### src/hw/rtl/palette_layer_compositor_unit_defines.svh
// ----------------------------------------------------------------------------
// palette layer compositor assertion macros
// shared concurrent assertion forms, clocked on clk with synchronous rst_n
// ----------------------------------------------------------------------------
`ifndef PALETTE_LAYER_COMPOSITOR_UNIT_DEFINES_SVH
`define PALETTE_LAYER_COMPOSITOR_UNIT_DEFINES_SVH

// same-cycle implication
`define PLC_ASSERT_IMPL(lbl, ante, cons, msg) \
  lbl: assert property (@(posedge clk) disable iff (!rst_n) (ante) |-> (cons)) \
    else $error(msg);

// next-cycle implication
`define PLC_ASSERT_NEXT(lbl, ante, cons, msg) \
  lbl: assert property (@(posedge clk) disable iff (!rst_n) (ante) |=> (cons)) \
    else $error(msg);

`endif

### src/hw/rtl/plc_pkg.sv
// ----------------------------------------------------------------------------
// plc_pkg
// types, constants and helpers of the palette layer compositor
// ----------------------------------------------------------------------------
package plc_pkg;

  localparam int PAL_DEPTH  = 256;
  localparam int MAX_LAYERS = 4;
  localparam int LAYER_FIELDS = 4;

  localparam int PAL_AW     = $clog2(PAL_DEPTH);
  localparam int PAL_IDX_W  = 8;
  localparam int PAL_CH_W   = 8;
  localparam int PAL_RGB_W  = 3 * PAL_CH_W;
  localparam int PAL_LC_W   = 3;

  // free-entry search: groups of PAL_GW flags, at most PAL_GW groups
  localparam int PAL_GW     = 16;
  localparam int PAL_SW     = $clog2(PAL_GW);
  localparam int PAL_NG     = (PAL_DEPTH + PAL_GW - 1) / PAL_GW;
  localparam int PAL_PAD_W  = PAL_GW * PAL_GW;

  localparam int PAL_LAYER_LIM = (MAX_LAYERS < LAYER_FIELDS) ? MAX_LAYERS : LAYER_FIELDS;

  typedef enum logic [1:0] {
    ACT_UPDATE  = 2'd0,
    ACT_CREATE  = 2'd1,
    ACT_RESET   = 2'd2,
    ACT_CONVERT = 2'd3
  } plc_action_t;

  typedef struct packed {
    plc_action_t           action;
    logic [PAL_IDX_W-1:0]  entry_index;
    logic [PAL_CH_W-1:0]   red;
    logic [PAL_CH_W-1:0]   green;
    logic [PAL_CH_W-1:0]   blue;
    logic [PAL_IDX_W-1:0]  layer0_index;
    logic [PAL_IDX_W-1:0]  layer1_index;
    logic [PAL_IDX_W-1:0]  layer2_index;
    logic [PAL_IDX_W-1:0]  layer3_index;
  } plc_in_t;

  typedef struct packed {
    logic [PAL_IDX_W-1:0]  pen_index;
    logic                  no_free_entry;
    logic [PAL_RGB_W-1:0]  rgb_pixel;
  } plc_out_t;

  typedef enum logic [2:0] {
    S_IDLE,
    S_WRITE,
    S_READ,
    S_FIND,
    S_ALLOC,
    S_RESULT
  } plc_state_t;

  typedef struct packed {
    logic latch;
    logic write_entry;
    logic read_entry;
    logic find_group;
    logic alloc_entry;
    logic load_out;
  } plc_cmd_t;

  typedef struct packed {
    logic              found;
    logic [PAL_SW-1:0] idx;
  } plc_pick_t;

  // lowest clear bit of a flag group
  function automatic plc_pick_t plc_first_zero(logic [PAL_GW-1:0] v);
    plc_pick_t p;
    p.found = 1'b0;
    p.idx   = '0;
    for (int i = PAL_GW - 1; i >= 0; i--) begin
      if (!v[i]) begin
        p.found = 1'b1;
        p.idx   = PAL_SW'(i);
      end
    end
    return p;
  endfunction

endpackage

### src/hw/rtl/plc_ctrl.sv
// ----------------------------------------------------------------------------
// plc_ctrl
// sequencer of the palette layer compositor and output valid flag
// ----------------------------------------------------------------------------
`include "palette_layer_compositor_unit_defines.svh"

module plc_ctrl (
  input  logic                  clk,
  input  logic                  rst_n,
  input  logic                  in_valid,
  input  plc_pkg::plc_action_t  in_action,
  output logic                  in_ready,
  output logic                  out_valid,
  input  logic                  out_ready,
  output plc_pkg::plc_cmd_t     cmd
);
  import plc_pkg::*;

  plc_state_t state_r;
  plc_state_t state_nxt;
  logic       out_valid_r;
  logic       out_valid_nxt;

  always_ff @(posedge clk) begin
    if (!rst_n) begin
      state_r     <= S_IDLE;
      out_valid_r <= 1'b0;
    end else begin
      state_r     <= state_nxt;
      out_valid_r <= out_valid_nxt;
    end
  end

  always_comb begin
    state_nxt = state_r;
    cmd       = '0;
    in_ready  = 1'b0;
    unique case (state_r)
      S_IDLE: begin
        in_ready = 1'b1;
        if (in_valid) begin
          cmd.latch = 1'b1;
          unique case (in_action)
            ACT_UPDATE, ACT_RESET: state_nxt = S_WRITE;
            ACT_CREATE:            state_nxt = S_FIND;
            ACT_CONVERT:           state_nxt = S_READ;
            default:               state_nxt = S_IDLE;
          endcase
        end
      end
      S_WRITE: begin
        cmd.write_entry = 1'b1;
        state_nxt = S_RESULT;
      end
      S_READ: begin
        cmd.read_entry = 1'b1;
        state_nxt = S_RESULT;
      end
      S_FIND: begin
        cmd.find_group = 1'b1;
        state_nxt = S_ALLOC;
      end
      S_ALLOC: begin
        cmd.alloc_entry = 1'b1;
        state_nxt = S_RESULT;
      end
      S_RESULT: begin
        if (!out_valid_r || out_ready) begin
          cmd.load_out = 1'b1;
          state_nxt = S_IDLE;
        end
      end
      default: state_nxt = S_IDLE;
    endcase
    if (cmd.load_out) begin
      out_valid_nxt = 1'b1;
    end else if (out_ready) begin
      out_valid_nxt = 1'b0;
    end else begin
      out_valid_nxt = out_valid_r;
    end
  end

  assign out_valid = out_valid_r;

  `PLC_ASSERT_NEXT(a_accept_starts, in_valid && in_ready, state_r != S_IDLE, "accepted item not started")
  `PLC_ASSERT_NEXT(a_find_then_alloc, state_r == S_FIND, state_r == S_ALLOC, "search did not reach allocation")
  `PLC_ASSERT_NEXT(a_result_drains, (state_r == S_RESULT) && !out_valid_r, (state_r == S_IDLE) && out_valid_r, "free output slot not filled")
  `PLC_ASSERT_IMPL(a_single_cmd, 1'b1, $onehot0({cmd.latch, cmd.write_entry, cmd.read_entry, cmd.find_group, cmd.alloc_entry, cmd.load_out}), "overlapping datapath commands")

endmodule

### config.mk
export PLATFORM = sky130hd
export DESIGN_NAME = plc_ctrl
export DESIGN_NICKNAME = d
export VERILOG_FILES = /design/src/hw/rtl/plc_pkg.sv /design/src/hw/rtl/plc_ctrl.sv
export VERILOG_INCLUDE_DIRS = /design/src /design/src/hw/rtl
export SDC_FILE = /design/constraint.sdc
export NUM_CORES = 1
export LEC_CHECK = 0
export ABC_AREA = 0
export BUFFER_PORTS_ARGS = -buffer_cell sky130_fd_sc_hd__clkbuf_2
export CORE_AREA = 2 2 39 41
export CTS_CLUSTER_SIZE = 14
export DETAILED_ROUTE_END_ITERATION = 12
export DIE_AREA = 0 0 41 43
export HOLD_SLACK_MARGIN = 0.06
export PLACE_DENSITY = 0.39
export SLEW_MARGIN = 40
export SYNTH_ARGS = -nofsm -noshare
export SYNTH_HDL_FRONTEND = slang
export SYNTH_SLANG_ARGS = --single-unit
### constraint.sdc
create_clock -name clk -period 1.2 [get_ports clk]
set_input_delay 0.06 -clock clk [delete_from_list [all_inputs] [get_ports clk]]
set_output_delay 0.06 -clock clk [all_outputs]
set_load 0.03 [all_outputs]
# ---- Word level (Yosys, flattened, before mapping)
# Index checks and enable logic that the tools add are counted.
dict set report word_totals {
  reg_bits 4
}
dict set report classes {
  n_mux 15
  eq_ne 10
  n_reduce_logical 8
}
# operator count
set ops {}
lappend ops {{$pmux 3 s4} 1}
lappend ops {{$mux 1} 11}
lappend ops {{$pmux 3 s3} 1}
lappend ops {{$eq 3x2->1 const B} 2}
lappend ops {{$eq 3x3->1 const B} 2}
lappend ops {{$mux 3} 2}
lappend ops {{$eq 2x2->1 const B} 2}
lappend ops {{$ne 2x2->1 const B} 2}
lappend ops {{$eq 3x1->1 const B} 1}
lappend ops {{$logic_not 3->1} 1}
lappend ops {{$reduce_or 3->1} 1}
lappend ops {{$eq 2x1->1 const B} 1}
lappend ops {{$logic_not 2->1} 1}
lappend ops {{$reduce_and 2->1} 1}
lappend ops {{$reduce_bool 2->1} 1}
lappend ops {{$reduce_or 2->1} 1}
lappend ops {{$logic_not 1->1} 1}
lappend ops {{$logic_or 1x1->1} 1}

# ---- Longest topological paths before layout
# Gate-level depths: netlist of the first run.
dict set report logic_depth {
  depth_word 5
  ltp_mapped 4
  ltp_nobuf 3
}

# ---- Worst setup path after synthesis of the first run
# No wires, ideal clock.
dict set report synth_path {
  kind {register to register}
  start {reg state_r[0]}
  end {reg state_r[1]}
  slack_ns -0.085
  arrival_ns 1.225
  required_time_ns 1.141
  setup_time_ns 0.059
  path_stages_with_launch 5
  period_less_slack_ns 1.285
  path_cell_list {dfxtp_1 buf_6 nor3_4 and2_4 and3_1}
}
dict set report synth_via {
  elab_chain_len 3
  elab_cells_between_ends 11
}
# element line
set synth_lines {}
lappend synth_lines {{from (decl)} plc_ctrl.sv:19} ;# plc_state_t state_r;
lappend synth_lines {{from (signal assigned)} plc_ctrl.sv:29} ;# state_r <= state_nxt;
lappend synth_lines {{$eq 3x3->1, or another cell as far along} plc_ctrl.sv:38} ;# unique case (state_r)
lappend synth_lines {{$reduce_or 3->1 (no source line) or $ne 2x2->1 (tied branches)} -}
lappend synth_lines {{$pmux 3 s4 or $reduce_and 2->1 (tied branches)} -}
# Several ways; a longest one is shown, not always the timed one.
# A chain may end at the register's enable or synchronous reset.

==> results of run 1 <==
-- cell usage after synthesis --
cell type                  n  share of area, %
sky130_fd_sc_hd__a21o_2    1               3.4
sky130_fd_sc_hd__buf_4     1               2.9
sky130_fd_sc_hd__buf_2     1               1.9
sky130_fd_sc_hd__nor3_4    1               6.3
sky130_fd_sc_hd__and3b_2   1               3.8
sky130_fd_sc_hd__nand2b_1  1               2.4
sky130_fd_sc_hd__a221oi_1  1               3.4
sky130_fd_sc_hd__nand2_1   4               5.8
sky130_fd_sc_hd__inv_1     1               1.4
sky130_fd_sc_hd__and3_1    1               2.4
sky130_fd_sc_hd__nand3b_1  1               2.9
sky130_fd_sc_hd__and4b_2   1               4.3
sky130_fd_sc_hd__a21o_1    1               2.9
sky130_fd_sc_hd__nor3b_1   3               8.7
sky130_fd_sc_hd__and2_4    1               3.4
sky130_fd_sc_hd__dfxtp_1   4                31
sky130_fd_sc_hd__a211oi_1  1               2.9
sky130_fd_sc_hd__buf_6     2               8.7
sky130_fd_sc_hd__a21oi_1   1               1.9
-- registers in the layout, summed over array words and instances (netlist names) --
register / count
out_valid: 1
state_r: 3
-- critical path, cell delays in order, from the launching register on --
cell and delay [ns]:
sky130_fd_sc_hd__dfxtp_4 0.36, sky130_fd_sc_hd__nor3_4 0.23, sky130_fd_sc_hd__and2_4 0.19, sky130_fd_sc_hd__buf_8 0.11
-- kinds of logic after synthesis --
| logic type | count (synthesis) |
|---|---|
| buf+inv | 5 |
| flops | 4 |
| compound gates | 5 |
| simple gates | 14 |
-- metrics by stage --
| step | setup slack [ns] | util, % | hold slack [ns] | instances |
|---|---|---|---|---|
| after global placement | 0.148 | 22.4 | 0.317 | 53 |
| after global routing | -0.0570 | 28.1 | 0.0885 | 59 |
| final | 0.00790 | 28.1 | 0.0711 | 59 |
| after floorplan | -0.0851 | - | 0.185 | 28 |
| after detailed placement | 0.124 | 22.4 | 0.308 | 53 |
| after CTS | -0.0397 | 25.9 | 0.0616 | 57 |
-- report_power, final --
part	total [mW]	internal, mW	leakage, nW	switching (mW)
combinational	0.204	0.0970	0.147	0.107
sequential	0.183	0.151	0.0348	0.0316
clock	0.170	0.112	0.0138	0.0582
-- layer usage --
metal | share of wire, % | GRT usage, % | up-vias
li1 | - | - | 127
met1 | 45 | 10.6 | 104
met2 | 42 | 10.9 | 11
met3 | 10 | 2.09 | 2
met4 | 2.5 | 10.0 | 0
met5 | 0 | 0 | -
-- layout make-up --
class                   instances  area, µm²
clock buffers                   3       22.5
fillers                       146        995
inverters                       1       3.75
multi-input cells              19        146
flip-flops and latches          4       91.3
well taps                      16       20.0
repair buffers                 16        105
-- timing repair --
item	CTS	global route
hold endpoints to repair	1	0
pin swaps	1	2
endpoints found under the setup margin	7	6
buffers inserted	0	2
resized for setup	6	13
hold buffers	1	0
-- worst paths after layout --
kind	cells past startpoint	slack, ns	from	end
setup / recovery	3	0.008	state_r[0]	cmd[5]
hold reg to reg	1	0.53	state_r[2]	state_r[2]
setup reg to reg	4	0.12	state_r[0]	state_r[1]
hold / removal	2	0.07	in_action[0]	state_r[1]
==> reports/results.env, run 1 <==
CTS_BUFFERS=3
N_ANTENNA_CELL=0
LAYOUT.CELL_AREA.NON_FILLER_UM2=389
RSZ0062_AT_GRT='yes'
DRT-WIRELENGTH-PER-CELL_UM=9.54
POST_SYNTH_NUM_CELL_TYPES=19
FINALNETCOUNT=51
CLOCK_PIN_SLEW_ON_THE_WORST_SETUP_AND_HOLD_PATHS_NS=0.04
NORMALIZED_MAX_SLEW_MARGIN_PCT=84.0
SYNTHXORXNORAREAFRAC_PCT=0
FINAL_COMMON_CELL='sky130_fd_sc_hd__clkbuf_2'
CP.ARRIVAL_NS=1.13
SYN_INST_COUNT=28
POSTSYNTHNETCOUNT=34
POWER.DENSITY_mW_PER_MM2=1430
CTS-HTREE-LEVELS=1
BOUNDARYPINS=14
SYNTH_COMPOUND_GATE_AREA_SHARE_PCT=14.4
MAIN_COMBINATIONAL_CELL_FAMILY_BY_AREA_AFTER_SYNTHESIS='simple AND/OR/NAND/NOR gates'
SYN_AREA_UM2=260
FIRST_GLOBAL_VIAS=229
GP_ROUTABILITY_CONGESTION=0.704
CLK_LATENCY_NS=0.24
CLOCK-ROOT-BUFFER='sky130_fd_sc_hd__clkbuf_4'
SYNTH-SEQ-CELLS=4
SYNTH-SIMPLE-AREA-SHARE_PCT=39.9
FIN_CRIT_SH_PCT=99.3
CORE_AREA_MM2=0.00138
CTS_TREE='yes'
TOTAL_CELL_AREA_AT_THE_PLACEMENT_STAGE_UM2=310
FINALSETUPTNS_NS=0
MAXCLOCKFREQUENCY_MHz=839
GR-TOTAL-OVERFLOW=0
WORST-ENDPOINT-REQUIRED_NS=1.14
SYNTHESIS.AREA_PER_INSTANCE_UM2=9.29
INITIALDRTVIOLATIONCOUNT=0
ANTENNA_VIOLATIONS_BEFORE_REPAIR=0
TRITONCTS_NUM_SINKS=4
MOST_USED_CELLS_IN_THE_LAYOUT_EXCLUDING_FILL_AND_TAP_CELLS='9 x sky130_fd_sc_hd__clkbuf_2, 4 x sky130_fd_sc_hd__nand2_1, 4 x sky130_fd_sc_hd__buf_4'
TIMING.CRITICAL_PATH.FANOUT_MAX=6
FP.DIEH_UM=43
CRIT_PATH_CLASS='reg -> out'
DIE_WIDTH_UM=41
WORSTMARGINPINSLEW_NS=0.240
REPORT.FINAL.SLEW_VIOL_COUNT=0
DRV_CAP=0
CP-START-KIND='register'
HOLD_VIOL=0
ROWS=14
CELLLEAKAGEPOWER_nW=0.196
GRT_USE_TOTAL_PCT=8.73
WORST_SETUP_PATH_END_KIND='primary output'
WIRELENGTH_UM=563
FIN_TOTAL_PWR_mW=0.557
DRIVE_GT1_SHARE_PCT=62.8
DIE_AREA_MM2=0.00176
SYNTH.MUX.AREA_FRACTION_PCT=0
MIN-DELAY-PATH-CLASS='in -> reg'
FIN_WORST_SKEW_NS=0.00590
GRT_PASS1_WL_UM=979
FINAL_ANTENNA_NET_COUNT=0
GRT_START_MAX_NET_PINS=11
STATUS='completed'
LARGEST_VOLTAGE_DROP_ON_THE_VDD_NET_V=0.000504
VIA_COUNT=244
CLOCKBUFFERDEPTH=2
DRT_FIRST_PASS_ITERS=1
SYNTH_WARNINGS=0
SYNTH-SEQ-AREA-SHARE_PCT=30.8
PLACE_HPWL_UM=410
SETUP_VIOL=0
DRCVIOLATIONCOUNT=0
PORT_BUFFERS=13
AREA.GROWTH.SYNTH_TO_FINAL_PCT=49.5
VIAS_PER_CELL=4.14
SYNTH-ADDER-AREA-SHARE_PCT=0
START_UTIL_PCT=18.8
FIN_CRIT_NS=1.19
No activity file was read; power rests on OpenSTA's default activity.
==> run 2: changes to the inputs <==
--- a/config.mk
+++ b/config.mk
@@ -13,7 +13,7 @@
 export DETAILED_ROUTE_END_ITERATION = 12
 export DIE_AREA = 0 0 41 43
 export HOLD_SLACK_MARGIN = 0.06
-export PLACE_DENSITY = 0.39
+export PLACE_DENSITY = 0.45
 export SLEW_MARGIN = 40
 export SYNTH_ARGS = -nofsm -noshare
 export SYNTH_HDL_FRONTEND = slang
==> run 2 against run 1 <==
Compared with the run above:
- fmax is 3.1% higher
- final area down 1.9%
- combinational power about the same
- die area stayed put
- total power fell by 1.9%
- non-clock buffer count unchanged
- setup slack gained 0.036 ns
- critical path type unchanged
- critical endpoint unchanged
- highest routed layer unchanged
==> reports/results.env, run 2 (synthesis gave the netlist of run 1 again) <==
GP_ROUTABILITY_CONGESTION=0.658  # -6.6%
DIE_WIDTH_UM=41  # unchanged
FIN_HOLD_WS_NS=0.0687  # -0.00243 ns
CP-START-KIND='register'
FIRST_GLOBAL_VIAS=238  # +3.9%
FIN_CRIT_SH_PCT=96.4  # -3.0 points
DRT_FIRST_PASS_ITERS=2  # +1
AREA.GROWTH.SYNTH_TO_FINAL_PCT=46.6
FP.DIEH_UM=43  # unchanged
HOLD_VIOL=0  # unchanged
FINALNETCOUNT=51  # unchanged
DRIVE_GT1_SHARE_PCT=60.5  # -2.3 points
POSTLAYOUTCOREUTIL_PCT=27.6  # -0.54 points
WIRELENGTH_UM=517  # -8.2%
CRIT_PATH_CLASS='reg -> out'
MAXCLOCKFREQUENCY_MHz=865  # +3.1%
LARGEST_VOLTAGE_DROP_ON_THE_VDD_NET_V=0.000775  # +54%
GRT_START_MAX_NET_PINS=11  # unchanged
DRT-WIRELENGTH-PER-CELL_UM=8.76  # -8.2%
FINAL_COMMON_CELL='sky130_fd_sc_hd__clkbuf_2'
DIE_AREA_MM2=0.00176  # unchanged
STATUS='completed'
PLACE.DETAILED.INSTANCES=53  # unchanged
LARGEST_REGISTER_FFS=3  # unchanged
CTS_TREE='yes'
WORSTMARGINPINSLEW_NS=0.220  # -0.0204 ns
GRT_PASS1_WL_UM=862  # -12%
SETUP_SLACK_NS=0.0437  # +0.0358 ns
CP.ARRIVAL_NS=1.10  # -0.03 ns
REGISTERS.TOP_BY_FF_COUNT='state_r'
INITIALDRTVIOLATIONCOUNT=1  # +1
MOST_USED_CELLS_IN_THE_LAYOUT_EXCLUDING_FILL_AND_TAP_CELLS='10 x sky130_fd_sc_hd__clkbuf_2, 4 x sky130_fd_sc_hd__nand2_1'
BOUNDARYPINS=14  # unchanged
FINAL_ANTENNA_NET_COUNT=0  # unchanged
GR-TOTAL-OVERFLOW=0  # unchanged
DRCVIOLATIONCOUNT=0  # unchanged
SETUP_VIOL=0  # unchanged
VIA_COUNT=250  # +2.5%
CTS-HTREE-LEVELS=1  # unchanged
RSZ0062_AT_GRT='yes'
CELLLEAKAGEPOWER_nW=0.192  # -2.0%
CLOCKBUFFERDEPTH=2  # unchanged
PLACE_HPWL_UM=391  # -4.8%
GRT_USE_TOTAL_PCT=7.85  # -0.89 points
ROWS=14  # unchanged
FIN_WORST_SKEW_NS=0.00226  # -0.00364 ns
NORMALIZED_MAX_SLEW_MARGIN_PCT=85.4  # +1.4 points
CLK_LATENCY_NS=0.23  # about the same
CORE_AREA_MM2=0.00138  # unchanged
CTS_BUFFERS=3  # unchanged
START_UTIL_PCT=18.8  # unchanged
MIN-DELAY-PATH-CLASS='in -> reg'
DRV_CAP=0  # unchanged
WORST_SETUP_PATH_END_KIND='primary output'
VIAS_PER_CELL=4.24  # +2.5%
POWER.DENSITY_mW_PER_MM2=1430  # about the same
WORST-ENDPOINT-REQUIRED_NS=1.14  # about the same
CLOCK-ROOT-BUFFER='sky130_fd_sc_hd__clkbuf_4'
CLOCK_PIN_SLEW_ON_THE_WORST_SETUP_AND_HOLD_PATHS_NS=0.04  # about the same
PORT_BUFFERS=13  # unchanged
FIN_CRIT_NS=1.16  # -0.0358 ns
FINAL-INSTANCE-COUNT-EXCL-FILL=59  # unchanged
REPORT.FINAL.SLEW_VIOL_COUNT=0  # unchanged
LAYOUT.FILLER_CELLS=156  # +6.8%
PLACEMENT.SETUP.WORST_SLACK_NS=0.138  # +0.0143 ns
TIMING.CRITICAL_PATH.FANOUT_MAX=9  # +3
ANTENNA_VIOLATIONS_BEFORE_REPAIR=0  # unchanged
TRITONCTS_NUM_SINKS=4  # unchanged
FINALSETUPTNS_NS=0  # unchanged
N_ANTENNA_CELL=0  # unchanged
[run 2: final timing paths]
path / from / endpoint / slack [ns] / cells past startpoint
max reg2reg: state_r[1] / state_r[0] / 0.16 / 4
max: state_r[0] / cmd[5] / 0.04 / 3
min reg2reg: state_r[0] / state_r[0] / 0.51 / 1
min: in_action[0] / state_r[1] / 0.07 / 2
[run 2: where the power goes]
part	internal, mW	switching (mW)
Clock	0.112	0.0505
Combinational	0.0979	0.103
Sequential	0.151	0.0322
Total	0.361	0.185
[run 2: routing by layer]
layer  GRT usage (%)  wire, µm  vias up
met1            8.09       219      105
met5               0         0        -
met3            6.28        52        2
met2            10.0       238       13
li1                -         -      130
met4            6.00         7        0
[run 2: layout make-up]
cell class	instances	area [µm²]	share of cell area [%]
Multi-Input combinational cell	19	141	37.0
Timing Repair Buffer	16	103	26.9
Sequential cell	4	91.3	23.9
Clock buffer	3	22.5	5.90
Tap cell	16	20.0	5.25
Inverter	1	3.75	0.984
[run 2: what timing repair did]
action,CTS,global route
endpoints found under the setup margin,6,4
resized for setup,6,6
hold buffers,1,0
buffers inserted,1,1
pin swaps,1,1
hold endpoints to repair,1,0
[run 2: critical path: stages, from the launching register on]
cell and delay [ns]:
sky130_fd_sc_hd__dfxtp_4 0.36, sky130_fd_sc_hd__nor3_4 0.21, sky130_fd_sc_hd__and2_4 0.18, sky130_fd_sc_hd__buf_8 0.11
[run 2: stage by stage]
stage	area (µm²)	power, mW
after floorplan	260	0.324
after global placement	310	0.350
after detailed placement	310	0.348
after CTS	365	0.545
after global routing	382	0.589
final	382	0.546
